$ cat src/rdwr_pkg.sv
// ----------------------------------------------------------------------------
// rdwr_pkg
// Types and fixed widths for the draw-without-replacement block.
// ----------------------------------------------------------------------------
`timescale 1ns / 1ps

package rdwr_pkg;

   localparam int RANDOM_W = 8;
   localparam int INDEX_W  = 7;

   typedef enum logic [2:0] {
      ST_CLEAR,
      ST_IDLE,
      ST_DIV,
      ST_WALK,
      ST_MARK
   } rdwr_state_type;

endpackage

$ cat src/random_draw_without_replacement.sv
// ----------------------------------------------------------------------------
// random_draw_without_replacement
// Shuffle bag: each request word draws one unused pool entry, chosen by a
// random byte reduced modulo the unused count, and refills the pool when it
// runs empty.
//
//   channel | direction | words
//   req_    | in        | random_byte
//   rsp_    | out       | picked_index, pool_refilled
//
// A draw first reduces the byte by restoring remainder (one bit per cycle
// through a shared compare/subtract), then scans the marks in the mark
// memory (single read port, registered), at most ENTRIES of them, then
// registers the response word and, unless the pool ran empty, marks the pick.
// After reset, and after a draw that empties the pool, the mark memory is
// swept clear at one entry per cycle; req_ready is low then.
// A finished word waits in the output register; a stalled rsp_ holds only
// the final mark step of the next draw.
// ----------------------------------------------------------------------------
`timescale 1ns / 1ps

module random_draw_without_replacement #(
   parameter int ENTRIES = 128
) (
   input  logic                              clock,
   input  logic                              reset,
   input  logic                              req_valid,
   output logic                              req_ready,
   input  logic [rdwr_pkg::RANDOM_W-1:0]     req_random_byte,
   output logic                              rsp_valid,
   input  logic                              rsp_ready,
   output logic [rdwr_pkg::INDEX_W-1:0]      rsp_picked_index,
   output logic                              rsp_pool_refilled
);
   import rdwr_pkg::*;

   localparam int IW = $clog2(ENTRIES);
   localparam int CW = $clog2(ENTRIES + 1);
   localparam logic [CW-1:0] FULL     = CW'(ENTRIES);
   localparam logic [IW-1:0] LAST_IDX = IW'(ENTRIES - 1);
   localparam logic [IW:0]   PTR_END  = (IW + 1)'(ENTRIES);

   rdwr_state_type state_ff, state_in;
   logic [IW:0]           ptr_ff, ptr_in;
   logic [CW-1:0]         cnt_ff, cnt_in;
   logic [CW-1:0]         rem_ff, rem_in;
   logic [RANDOM_W-1:0]   rnd_ff, rnd_in;
   logic [2:0]            step_ff, step_in;
   logic [IW-1:0]         pick_ff, pick_in;
   logic                  rd_vld_ff, rd_vld_in;
   logic [IW-1:0]         rd_tag_ff, rd_tag_in;
   logic                  mark_rd_ff;
   logic                  rsp_valid_ff, rsp_valid_in;
   logic [INDEX_W-1:0]    rsp_index_ff, rsp_index_in;
   logic                  rsp_refill_ff, rsp_refill_in;

   logic                  mark_mem [ENTRIES];
   logic                  mem_we;
   logic [IW-1:0]         mem_waddr;
   logic                  mem_wdata;
   logic [IW-1:0]         mem_raddr;

   logic [CW:0]           trial;
   logic [CW:0]           diff;
   logic                  trial_ge;
   logic [IW+INDEX_W-1:0] pick_ext;

   assign trial    = {rem_ff, rnd_ff[RANDOM_W-1]};
   assign diff     = trial - {1'b0, cnt_ff};
   assign trial_ge = trial >= {1'b0, cnt_ff};
   assign pick_ext = {{INDEX_W{1'b0}}, pick_ff};
   assign mem_raddr = ptr_ff[IW-1:0];

   always_ff @(posedge clock) begin
      if (mem_we) begin
         mark_mem[mem_waddr] <= mem_wdata;
      end
      mark_rd_ff <= mark_mem[mem_raddr];
   end

   always_ff @(posedge clock) begin
      if (reset) begin
         state_ff     <= ST_CLEAR;
         ptr_ff       <= '0;
         cnt_ff       <= FULL;
         rd_vld_ff    <= 1'b0;
         rsp_valid_ff <= 1'b0;
      end else begin
         state_ff     <= state_in;
         ptr_ff       <= ptr_in;
         cnt_ff       <= cnt_in;
         rd_vld_ff    <= rd_vld_in;
         rsp_valid_ff <= rsp_valid_in;
      end
   end

   always_ff @(posedge clock) begin
      rem_ff        <= rem_in;
      rnd_ff        <= rnd_in;
      step_ff       <= step_in;
      pick_ff       <= pick_in;
      rd_tag_ff     <= rd_tag_in;
      rsp_index_ff  <= rsp_index_in;
      rsp_refill_ff <= rsp_refill_in;
   end

   always_comb begin
      state_in      = state_ff;
      ptr_in        = ptr_ff;
      cnt_in        = cnt_ff;
      rem_in        = rem_ff;
      rnd_in        = rnd_ff;
      step_in       = step_ff;
      pick_in       = pick_ff;
      rd_vld_in     = 1'b0;
      rd_tag_in     = ptr_ff[IW-1:0];
      rsp_valid_in  = rsp_valid_ff && !rsp_ready;
      rsp_index_in  = rsp_index_ff;
      rsp_refill_in = rsp_refill_ff;
      mem_we        = 1'b0;
      mem_waddr     = ptr_ff[IW-1:0];
      mem_wdata     = 1'b0;
      req_ready     = 1'b0;

      unique case (state_ff)
         ST_CLEAR: begin
            mem_we = 1'b1;
            ptr_in = ptr_ff + 1'b1;
            if (ptr_ff[IW-1:0] == LAST_IDX) begin
               state_in = ST_IDLE;
            end
         end
         ST_IDLE: begin
            req_ready = 1'b1;
            if (req_valid) begin
               rnd_in  = req_random_byte;
               rem_in  = '0;
               step_in = 3'd7;
               if (cnt_ff == '0 || cnt_ff > FULL) begin
                  cnt_in = FULL;
               end
               state_in = ST_DIV;
            end
         end
         ST_DIV: begin
            rem_in  = trial_ge ? diff[CW-1:0] : trial[CW-1:0];
            rnd_in  = {rnd_ff[RANDOM_W-2:0], 1'b0};
            step_in = step_ff - 1'b1;
            if (step_ff == 3'd0) begin
               ptr_in   = '0;
               state_in = ST_WALK;
            end
         end
         ST_WALK: begin
            if (ptr_ff < PTR_END) begin
               rd_vld_in = 1'b1;
               ptr_in    = ptr_ff + 1'b1;
            end
            if (rd_vld_ff) begin
               priority if (!mark_rd_ff && rem_ff == '0) begin
                  pick_in  = rd_tag_ff;
                  state_in = ST_MARK;
               end else if (rd_tag_ff == LAST_IDX) begin
                  pick_in  = LAST_IDX;
                  state_in = ST_MARK;
               end else if (!mark_rd_ff) begin
                  rem_in = rem_ff - 1'b1;
               end
            end
         end
         ST_MARK: begin
            if (!rsp_valid_ff || rsp_ready) begin
               rsp_valid_in  = 1'b1;
               rsp_index_in  = pick_ext[INDEX_W-1:0];
               rsp_refill_in = (cnt_ff == CW'(1));
               if (cnt_ff == CW'(1)) begin
                  cnt_in   = FULL;
                  ptr_in   = '0;
                  state_in = ST_CLEAR;
               end else begin
                  mem_we    = 1'b1;
                  mem_waddr = pick_ff;
                  mem_wdata = 1'b1;
                  cnt_in    = cnt_ff - 1'b1;
                  state_in  = ST_IDLE;
               end
            end
         end
         default: begin
            state_in = ST_IDLE;
         end
      endcase
   end

   assign rsp_valid         = rsp_valid_ff;
   assign rsp_picked_index  = rsp_index_ff;
   assign rsp_pool_refilled = rsp_refill_ff;

endmodule

$ cat config.mk
export PLATFORM = sky130hd
export DESIGN_NAME = random_draw_without_replacement
export DESIGN_NICKNAME = d
export VERILOG_FILES = /design/src/rdwr_pkg.sv /design/src/random_draw_without_replacement.sv
export SDC_FILE = /design/constraint.sdc
export NUM_CORES = 1
export LEC_CHECK = 0
export ABC_AREA = 1
export BUFFER_PORTS_ARGS = -buffer_cell sky130_fd_sc_hd__buf_2
export CORE_MARGIN = 1
export CORE_UTILIZATION = 25
export DETAILED_ROUTE_END_ITERATION = 10
export PLACE_DENSITY_LB_ADDON = 0.1
export REMOVE_ABC_BUFFERS = 1
export SYNTH_ARGS = -nofsm -noshare
export SYNTH_HDL_FRONTEND = slang
export SYNTH_SLANG_ARGS = --single-unit
export TNS_END_PERCENT = 100
$ cat constraint.sdc
create_clock -name clock -period 4.9 [get_ports clock]
set_input_delay 0.98 -clock clock [delete_from_list [all_inputs] [get_ports clock]]
set_output_delay 0.98 -clock clock [all_outputs]
set_load 0.1 [all_outputs]
==> run summary, run 1 <==
* **run status** completed
* **max-cap viol count** 0
* **proportion of synthesized chip area in sequential cells** 56.5%
* **final number of max-transition violations** 0
* **required time of the critical path** 5.03 ns
* **placed wire-length estimate** 17.8 mm
* **number of buffers inserted by port buffering** 21
* **total negative setup slack** 0 ns
* **layout cells sized above 1** 10.7%
* **number of synthesized flops with an enable pin** 162
* **initial antenna violation count** 0
* **DRC** 0
* **CP Class** reg -> reg
* **instance area at placement** 0.0103 sq mm
* **worst min path class** reg -> reg
* **number of setup buffers added after CTS** 0
* **internal power contribution** 0.00298 W
* **sequential cell area** 0.00545 sq mm
* **Max Buffers Root-to-Sink** 2
* **# nets final** 1124
* **portion of total power attributed to sequential cells** 41.7%
* **switching part of the total** 36.7%
* **Setup violations, final** 0
* **largest driver fanout on the critical path** 16
* **hold buffer count at CTS** 0
* **chip width** 198 microns
* **standard-cell row count** 71
* **height of the die** 198 microns
* **synthesis warning total** 0
* **global route total overflow** 0
* **Cells after Synth** 1085
* **clk sink count** 191
* **P per Cell Area** 435 mW/mm^2
* **total via count after detailed routing** 7173
* **top cell types by occurrence after synthesis** 284 x sky130_fd_sc_hd__nand2_1, 191 x sky130_fd_sc_hd__nor2_1, 162 x sky130_fd_sc_hd__edfxtp_1
* **clk_lat worst skew** 0.45 ns
* **via count of the first global-routing pass** 7058
* **Reg2Reg Setup Slack** 1.42 ns
* **worst supply voltage drop on vdd** 0.268 mV
* **routed length per instance** 17.1 microns
* **post-cts resize count** 0
* **first-pass detailed-route iteration total** 5
* **worst max-slew margin expressed relative to the limit** 24.3%
* **Overall Power** 0.00472 W
* **antenna diode instance count** 0
* **multi-input combinational cell area** 0.00364 sq mm
* **wire length of the first global-routing pass** 43.0 mm
* **layout overhead on the synthesized area** 12.6%
* **largest area contributor in the netlist** sky130_fd_sc_hd__edfxtp_1
* **number of non-filler instances in the completed layout** 1619
* **switching power** 0.00173 W
* **DIE AREA** 0.0393 sq mm
* **total count of hold-check failures in the final report** 0
* **setup clock skew after layout** 0.0159 ns
* **most numerous cell in the Yosys netlist** sky130_fd_sc_hd__nand2_1
* **Synth top area share** 50.5%
* **endpoint type of the worst setup path** register
* **initial detailed-routing violation count** 442
* **number of register bits inferred by synthesis** 191
* **Starting Density** 25.5%
* **maximum number of pins on one net before global-route repair** 81
* **H-tree depth** 4
* **Leak** 4.21 nW
* **final worst-path cycle share** 71.0%
* **Async SR Flop Fraction** 0%
* **final critical path time including I/O delays and setup** 3.48 ns
* **CTS clock-pin slew for the worst setup and hold paths** 0.08 ns
* **number of I/O pins** 22
* **worst hold margin** 0.426 ns
* **setup repair after global routing missed its margin** false
* **slew of the pin with the lowest slew margin** 1.13 ns
* **residual antenna-violating net count after detailed routing** 0
* **core area** 0.0378 sq mm
* **GPL Wtd Cong** 0.758
* **placed cell count** 1587
* **Clock Tree Root** sky130_fd_sc_hd__clkbuf_16
* **clock tree from TritonCTS** built
* **Syn Std Cell Area** 0.00963 sq mm
* **all-layer global routing usage** 14.9%
* **Max Freq** 287 MHz
* **total detailed-routing wirelength** 27.7 mm
* **data arrival at the endpoint of the critical path** 3.60 ns
* **clock network fraction of design power** 30.2%
* **TritonCTS buffer count** 17
* **post-route standard cell area excluding fillers** 0.0109 sq mm
* **logic gate share of total power** 28.1%
* **count of different cell masters after synthesis** 39
* **ratio of routed vias to standard cells** 4.43
* **Most used DFF post-synth** sky130_fd_sc_hd__edfxtp_1
* **count of fill cells added during filler insertion** 4056
* **cell types occupying the most area after synthesis** sky130_fd_sc_hd__edfxtp_1 50%, sky130_fd_sc_hd__nand2_1 11%, sky130_fd_sc_hd__nor2_1 7.4%
* **average size of a mapped cell** 8.88 sq um
* **Worst Setup Start Kind** register
==> layer usage <==
metal,vias up,GRT usage (%),routed length (microns)
met5,-,0,0
met4,0,4.48,393
li1,3599,-,-
met3,22,2.11,596
met1,3469,20.4,13800
met2,83,24.1,12900
==> cell families (layout without fill, tap and decap cells) <==
kind of cell | count (synthesis) | count (layout) | synth area share [%]
and+or+nand+nor | 656 | 656 | 29.7
DFF | 191 | 191 | 56.5
buffers and inverters | 134 | 157 | 5.66
AOI/OAI and AO/OA | 71 | 71 | 4.36
adders and majority gates | 17 | 17 | 2.29
xor gates and xnor gates | 16 | 16 | 1.45
==> path summary, 6_finish.rpt <==
check	end	depth (start not counted)	startpoint
worst min register to register	rd_tag_ff[3]	0	ptr_ff[3]
worst max-delay path	mark_mem[3]	9	state_ff[0]
worst max register to register	mark_mem[3]	9	state_ff[0]
worst min-delay path	rd_tag_ff[3]	0	ptr_ff[3]
==> registers in the layout, indices dropped and copies added (netlist names), 3 cells and up <==
name and count:
rnd_ff 8, rd_tag_ff 7, rsp_picked_index 7, state_ff 3, mark_mem 128, cnt_ff 8
rem_ff 8, pick_ff 7, step_ff 3, ptr_ff 8
==> through the flow <==
step / setup slack, ns / utilization [%]
floorplan: 0.983 / -
global placement: 1.24 / 27.2
detailed placement: 1.18 / 27.2
CTS: 1.34 / 28.7
global route: 1.08 / 28.7
finish: 1.42 / 28.7
==> placed cells by master (no fill, tap or decap), types with 6 or more instances in the layout <==
master / netlist / layout
sky130_fd_sc_hd__inv_1: 86 / 85
sky130_fd_sc_hd__xnor2_1: 6 / 6
sky130_fd_sc_hd__nand3_1: 110 / 110
sky130_fd_sc_hd__ha_1: 16 / 16
sky130_fd_sc_hd__o21ai_0: 25 / 24
sky130_fd_sc_hd__nor2_4: 8 / 8
sky130_fd_sc_hd__nor3_1: 9 / 9
sky130_fd_sc_hd__dfxtp_1: 29 / 28
sky130_fd_sc_hd__clkbuf_16: 0 / 18
sky130_fd_sc_hd__edfxtp_1: 162 / 162
sky130_fd_sc_hd__nand4_1: 16 / 16
sky130_fd_sc_hd__nand2_2: 17 / 17
sky130_fd_sc_hd__a21oi_1: 29 / 29
sky130_fd_sc_hd__nor2_1: 191 / 191
sky130_fd_sc_hd__buf_2: 5 / 21
sky130_fd_sc_hd__or2_2: 8 / 8
sky130_fd_sc_hd__buf_4: 4 / 9
sky130_fd_sc_hd__xor2_1: 10 / 10
sky130_fd_sc_hd__nand2_1: 284 / 284
sky130_fd_sc_hd__o211ai_1: 6 / 6
==> critical path, cell delays in order, from the launching register on <==
cell,delay (ns)
sky130_fd_sc_hd__dfxtp_1,0.35
sky130_fd_sc_hd__nor2_2,0.17
sky130_fd_sc_hd__nand2_1,0.34
sky130_fd_sc_hd__nor2_4,0.47
sky130_fd_sc_hd__nand2_8,0.17
sky130_fd_sc_hd__nand2_1,0.11
sky130_fd_sc_hd__o21ai_2,0.13
sky130_fd_sc_hd__inv_1,0.21
sky130_fd_sc_hd__nand4_1,0.82
sky130_fd_sc_hd__nor2_1,0.38
==> cell type report <==
class / count / area share [%]
inverters: 95 / 3.34
repair buffers: 30 / 1.59
multi-input cells: 760 / 33.6
clock inverters: 11 / 0.957
flip-flops and latches: 191 / 50.2
well taps: 511 / 5.89
clock buffers: 21 / 4.44
==> power by group through the flow <==
| stage | Combinational [W] | Sequential [W] | Clock [W] |
|---|---|---|---|
| after detailed placement | 0.00136 | 0.00201 | 0 |
| after floorplan | 0.000857 | 0.00201 | 0 |
| after global placement | 0.00137 | 0.00201 | 0 |
| final | 0.00132 | 0.00197 | 0.00142 |
| after global routing | 0.00151 | 0.00198 | 0.00152 |
| after CTS | 0.00137 | 0.00197 | 0.00147 |
Power figures use the tool's default switching activity.
==> inputs of run 2 (changes only) <==
==> constraint.sdc (replaced) <==
create_clock -name clock -period 3.4 [get_ports clock]
set_input_delay 0.68 -clock clock [delete_from_list [all_inputs] [get_ports clock]]
set_output_delay 0.68 -clock clock [all_outputs]
set_load 0.1 [all_outputs]
==> run summary, run 2 (synthesis results as in run 1) <==
* **run status** completed
* **sequence of cells on the critical path** nor2_2 -> nand2_1 -> nor2_4 -> nand2_8 -> nand2_1 -> o21ai_2 -> inv_1 -> nand4_1 -> nor2_1
* **worst max-slew margin expressed relative to the limit** 44.6%, +20 points
* **final critical path time including I/O delays and setup** 2.90 ns, -0.578 ns
* **H-tree depth** 4, unchanged
* **GPL Wtd Cong** 0.775, +2.2%
* **most prevalent standard cell on the critical path** sky130_fd_sc_hd__nand2_1
* **residual antenna-violating net count after detailed routing** 0, unchanged
* **total via count after detailed routing** 7106, -0.93%
* **clk_lat worst skew** 0.45 ns, about the same
* **global route total overflow** 0, unchanged
* **ratio of routed vias to standard cells** 4.35, -1.7%
* **Leak** 4.27 nW, +1.2%
* **max-cap viol count** 0, unchanged
* **placed wire-length estimate** 17.9 mm, +0.63%
* **largest driver fanout on the critical path** 16, unchanged
* **cell with the biggest individual delay on the critical path** sky130_fd_sc_hd__nand4_1
* **DIE AREA** 0.0393 sq mm, unchanged
* **final worst-path cycle share** 85.4%, +14 points
* **flip-flop count of the largest register after layout** 128, unchanged
* **via count of the first global-routing pass** 6989, -0.98%
* **worst supply voltage drop on vdd** 0.354 mV, +32%
* **layout cells sized above 1** 11.7%, +0.95 points
* **number of setup buffers added after CTS** 0, unchanged
* **Worst Setup Start Kind** register
* **core area** 0.0378 sq mm, unchanged
* **initial detailed-routing violation count** 428, -3.2%
* **number of I/O pins** 22, unchanged
* **total negative setup slack** 0 ns, unchanged
* **clk sink count** 191, unchanged
* **setup repair after global routing missed its margin** false
* **Max Freq** 345 MHz, +20%
* **post-cts resize count** 0, unchanged
* **slew of the pin with the lowest slew margin** 0.831 ns, -0.297 ns
* **CP Class** reg -> reg
* **register with the most flip-flops** mark_mem
* **layout overhead on the synthesized area** 13.8%
* **clock tree from TritonCTS** built
* **Max Buffers Root-to-Sink** 2, unchanged
* **antenna diode instance count** 0, unchanged
* **setup clock skew after layout** 0.0124 ns, -0.00346 ns
* **standard-cell row count** 71, unchanged
* **DRC** 0, unchanged
* **most frequent cells in the layout** 284 x sky130_fd_sc_hd__nand2_1, 191 x sky130_fd_sc_hd__nor2_1, 162 x sky130_fd_sc_hd__edfxtp_1, 110 x sky130_fd_sc_hd__nand3_1, 85 x sky130_fd_sc_hd__inv_1
* **Clock Tree Root** sky130_fd_sc_hd__clkbuf_16
* **endpoint type of the worst setup path** register
* **chip width** 198 microns, unchanged
* **data arrival at the endpoint of the critical path** 3.04 ns, -0.56 ns
* **height of the die** 198 microns, unchanged
* **number of buffers inserted by port buffering** 21, unchanged
* **instance area at placement** 0.0104 sq mm, +0.95%
* **utilization after layout** 29.0%, +0.31 points
* **first-pass detailed-route iteration total** 4, -1
* **final number of max-transition violations** 0, unchanged
* **total count of hold-check failures in the final report** 0, unchanged
* **most frequent standard cell in the layout excluding fill and tap cells** sky130_fd_sc_hd__nand2_1
* **CP peak stage delay** 0.63 ns, -0.19 ns
* **number of instances on the worst hold path** 0, unchanged
* **total detailed-routing wirelength** 27.4 mm, -1.1%
* **TritonCTS buffer count** 17, unchanged
* **CTS clock-pin slew for the worst setup and hold paths** 0.08 ns, about the same
* **number of cells on the worst reg-to-reg path** 9, unchanged
* **P per Cell Area** 633 mW/mm^2, +46%
* **hold buffer count at CTS** 0, unchanged
* **Setup violations, final** 0, unchanged
* **wire length of the first global-routing pass** 42.2 mm, -1.7%
* **post-route standard cell area excluding fillers** 0.0110 sq mm, +1.1%
* **initial antenna violation count** 0, unchanged
* **maximum number of pins on one net before global-route repair** 88, +8.6%
* **worst min path class** reg -> reg
* **required time of the critical path** 3.54 ns, -1.49 ns
* **routed length per instance** 16.8 microns, -1.9%
* **Starting Density** 25.5%, unchanged
* **all-layer global routing usage** 14.7%, -0.18 points
* **# nets final** 1137, +1.2%
[run 2: cell type report]
type,count,area [sq um]
tap,511,639
sequential,191,5450
clock inverter,13,161
inverter,95,363
multi-input combinational,760,3640
timing repair buffer,43,270
fill,4075,26800
clock buffer,19,443
[run 2: worst max-delay path: cells and delay by family, from the launching register on]
family | cells | cell delay [ns]
buffers and inverters | 1 | 0.24
flip-flops | 1 | 0.35
AND/OR/NAND/NOR | 7 | 1.87
AO/OA/AOI/OAI | 1 | 0.13
[run 2: path summary, 6_finish.rpt]
| kind | slack [ns] | from | to |
|---|---|---|---|
| max | 0.50 | state_ff[0] | mark_mem[127] |
| min | 0.46 | ptr_ff[3] | rd_tag_ff[3] |
| max reg2reg | 0.50 | state_ff[0] | mark_mem[127] |
| min reg2reg | 0.46 | ptr_ff[3] | rd_tag_ff[3] |
[run 2: metal layers]
layer  up-vias  GRT usage, %  part of all wire, %  wire length (microns)
met1      3397          20.3                   50                  13700
li1       3611             -                    -                      -
met5         -             0                    0                      0
met2        79          23.4                   46                  12500
met4         0          4.54                  1.3                    369
met3        19          2.30                  2.8                    766
[run 2: through the flow]
stage               hold WS [ns]  instances  total power, W  worst slack, ns
global route               0.474       1632         0.00740            0.207
floorplan                  0.376       1046         0.00413           -0.517
CTS                        0.457       1632         0.00709            0.453
global placement           0.441       1600         0.00494            0.308
detailed placement         0.447       1600         0.00494            0.228
finish                     0.457       1632         0.00695            0.498
[run 2: power by group]
part           total, W  switching (W)  internal (W)
Sequential      0.00282       0.000123       0.00269
Combinational   0.00201        0.00146      0.000552
Clock           0.00212       0.000941       0.00118
==> inputs of run 3 (changes only) <==
--- a/config.mk
+++ b/config.mk
@@ -7,6 +7,7 @@
 export LEC_CHECK = 0
 export ABC_AREA = 1
 export BUFFER_PORTS_ARGS = -buffer_cell sky130_fd_sc_hd__buf_2
+export CORE_ASPECT_RATIO = 1.5
 export CORE_MARGIN = 1
 export CORE_UTILIZATION = 25
 export DETAILED_ROUTE_END_ITERATION = 10
==> run summary, run 3 (synthesis results as in run 1) <==
* **run status** completed
* **chip width** 162 microns, -18%
* **sequential cell area** 0.00545 sq mm, unchanged
* **total detailed-routing wirelength** 28.0 mm, +2.4%
* **logic gate share of total power** 29.8%, +0.9 points
* **Setup violations, final** 0, unchanged
* **wire length of the first global-routing pass** 43.1 mm, +2.0%
* **P per Cell Area** 624 mW/mm^2, -1.5%
* **antenna diode instance count** 0, unchanged
* **number of setup buffers added after CTS** 0, unchanged
* **clock tree from TritonCTS** built
* **Overall Power** 0.00685 W, -1.4%
* **core area** 0.0378 sq mm, about the same
* **multi-input combinational cell area** 0.00364 sq mm, unchanged
* **total via count after detailed routing** 7083, -0.32%
* **maximum number of pins on one net before global-route repair** 129, +47%
* **number of buffers inserted by port buffering** 21, unchanged
* **all-layer global routing usage** 14.9%, +0.26 points
* **total negative setup slack** 0 ns, unchanged
* **global route total overflow** 0, unchanged
* **largest driver fanout on the critical path** 16, unchanged
* **GPL Wtd Cong** 0.749, -3.3%
* **portion of total power attributed to sequential cells** 40.8%, +0.3 points
* **DIE AREA** 0.0393 sq mm, about the same
* **post-placement worst setup slack** 0.0977 ns, -0.130 ns
* **worst supply voltage drop on vdd** 0.377 mV, +6.4%
* **layout overhead on the synthesized area** 13.9%, about the same
* **post-cts resize count** 0, unchanged
* **final worst-path cycle share** 86.9%, +1.6 points
* **setup clock skew after layout** 0.0162 ns, +0.00383 ns
* **count of fill cells added during filler insertion** 4027, -1.2%
* **DRC** 0, unchanged
* **Leak** 4.29 nW, +0.50%
* **# nets final** 1142, +0.44%
* **setup repair after global routing missed its margin** false
* **clock network fraction of design power** 29.4%, -1.1 points
* **height of the die** 242 microns, +22%
* **Starting Density** 25.5%, about the same
* **final number of max-transition violations** 0, unchanged
* **final worst slack** 0.445 ns, -0.0530 ns
* **worst hold margin** 0.422 ns, -0.0354 ns
* **switching power** 0.00250 W, -0.79%
* **internal power contribution** 0.00435 W, -1.7%
* **first-pass detailed-route iteration total** 4, unchanged
* **Max Buffers Root-to-Sink** 2, unchanged
* **most frequent standard cell in the layout excluding fill and tap cells** sky130_fd_sc_hd__nand2_1
* **total count of hold-check failures in the final report** 0, unchanged
* **layout cells sized above 1** 11.8%, +0.13 points
* **register with the most flip-flops** mark_mem
* **ratio of routed vias to standard cells** 4.39, +0.73%
* **number of I/O pins** 22, unchanged
* **CTS clock-pin slew for the worst setup and hold paths** 0.07 ns, about the same
* **clk sink count** 191, unchanged
* **initial detailed-routing violation count** 383, -11%
* **initial antenna violation count** 0, unchanged
* **residual antenna-violating net count after detailed routing** 0, unchanged
* **routed length per instance** 17.4 microns, +3.5%
* **final critical path time including I/O delays and setup** 2.96 ns, +0.0530 ns
* **worst max-slew margin expressed relative to the limit** 48.7%, +4.1 points
* **placed wire-length estimate** 18.9 mm, +5.8%
* **Max Freq** 338 MHz, -1.8%
* **switching part of the total** 36.5%, +0.22 points
* **flip-flop count of the largest register after layout** 128, unchanged
* **Worst Setup Start Kind** register
* **hold buffer count at CTS** 0, unchanged
* **data arrival at the endpoint of the critical path** 3.10 ns, +0.06 ns
* **required time of the critical path** 3.54 ns, about the same
* **via count of the first global-routing pass** 7154, +2.4%
* **slew of the pin with the lowest slew margin** 0.766 ns, -0.0642 ns
* **clk_lat worst skew** 0.46 ns, about the same
* **max-cap viol count** 0, unchanged
* **worst min path class** reg -> reg
* **TritonCTS buffer count** 17, unchanged
* **H-tree depth** 4, unchanged
* **utilization after layout** 29.1%, about the same
* **Clock Tree Root** sky130_fd_sc_hd__clkbuf_16
* **CP Class** reg -> reg
* **standard-cell row count** 87, +23%
* **most frequent cells in the layout** 284 x sky130_fd_sc_hd__nand2_1, 191 x sky130_fd_sc_hd__nor2_1, 162 x sky130_fd_sc_hd__edfxtp_1, 110 x sky130_fd_sc_hd__nand3_1, 85 x sky130_fd_sc_hd__inv_1
* **endpoint type of the worst setup path** register
-- run 3: critical path, stage by stage (launching register included) --
cell	delay, ns
sky130_fd_sc_hd__dfxtp_1	0.34
sky130_fd_sc_hd__nor2_2	0.16
sky130_fd_sc_hd__nand2_1	0.13
sky130_fd_sc_hd__nor2_4	0.41
sky130_fd_sc_hd__nand2_8	0.18
sky130_fd_sc_hd__nand2_1	0.11
sky130_fd_sc_hd__o21ai_2	0.12
sky130_fd_sc_hd__inv_1	0.22
sky130_fd_sc_hd__nand4_1	0.65
sky130_fd_sc_hd__nor2_1	0.32
-- run 3: power by group through the flow --
stage                     combinational [W]  clock (W)  sequential (W)
after floorplan                     0.00124          0         0.00289
after detailed placement            0.00209          0         0.00285
after global routing                0.00229    0.00216         0.00281
after global placement              0.00209          0         0.00285
final                               0.00204    0.00201         0.00279
after CTS                           0.00210    0.00208         0.00280
-- run 3: area by class of cell --
type / count / share of cell area, %
Sequential cell: 191 / 49.6
Timing Repair Buffer: 48 / 3.03
Clock inverter: 7 / 0.445
Tap cell: 489 / 5.57
Multi-Input combinational cell: 760 / 33.2
Clock buffer: 25 / 4.82
Inverter: 95 / 3.31
-- run 3: worst paths after layout --
check / from / end / slack (ns) / cells after the start
min reg2reg: ptr_ff[3] / rd_tag_ff[3] / 0.42 / 0
max: state_ff[0] / mark_mem[115] / 0.44 / 9
min: ptr_ff[3] / rd_tag_ff[3] / 0.42 / 0
max reg2reg: state_ff[0] / mark_mem[115] / 0.44 / 9
-- run 3: layer usage --
layer | part of all wire, % | global-route usage, % | wire length, microns
met1 | 41 | 16.7 | 11600
met2 | 55 | 27.9 | 15400
met3 | 2.3 | 2.65 | 659
met4 | 1.6 | 4.99 | 456
met5 | 0 | 0 | 0
-- run 3: metrics by stage --
step	instance area [sq um]	std cells
3_3_place_gp	10400	1583
2_1_floorplan	9450	1046
4_1_cts	11000	1615
5_1_grt	11000	1615
3_5_place_dp	10400	1583
6_report	11000	1615
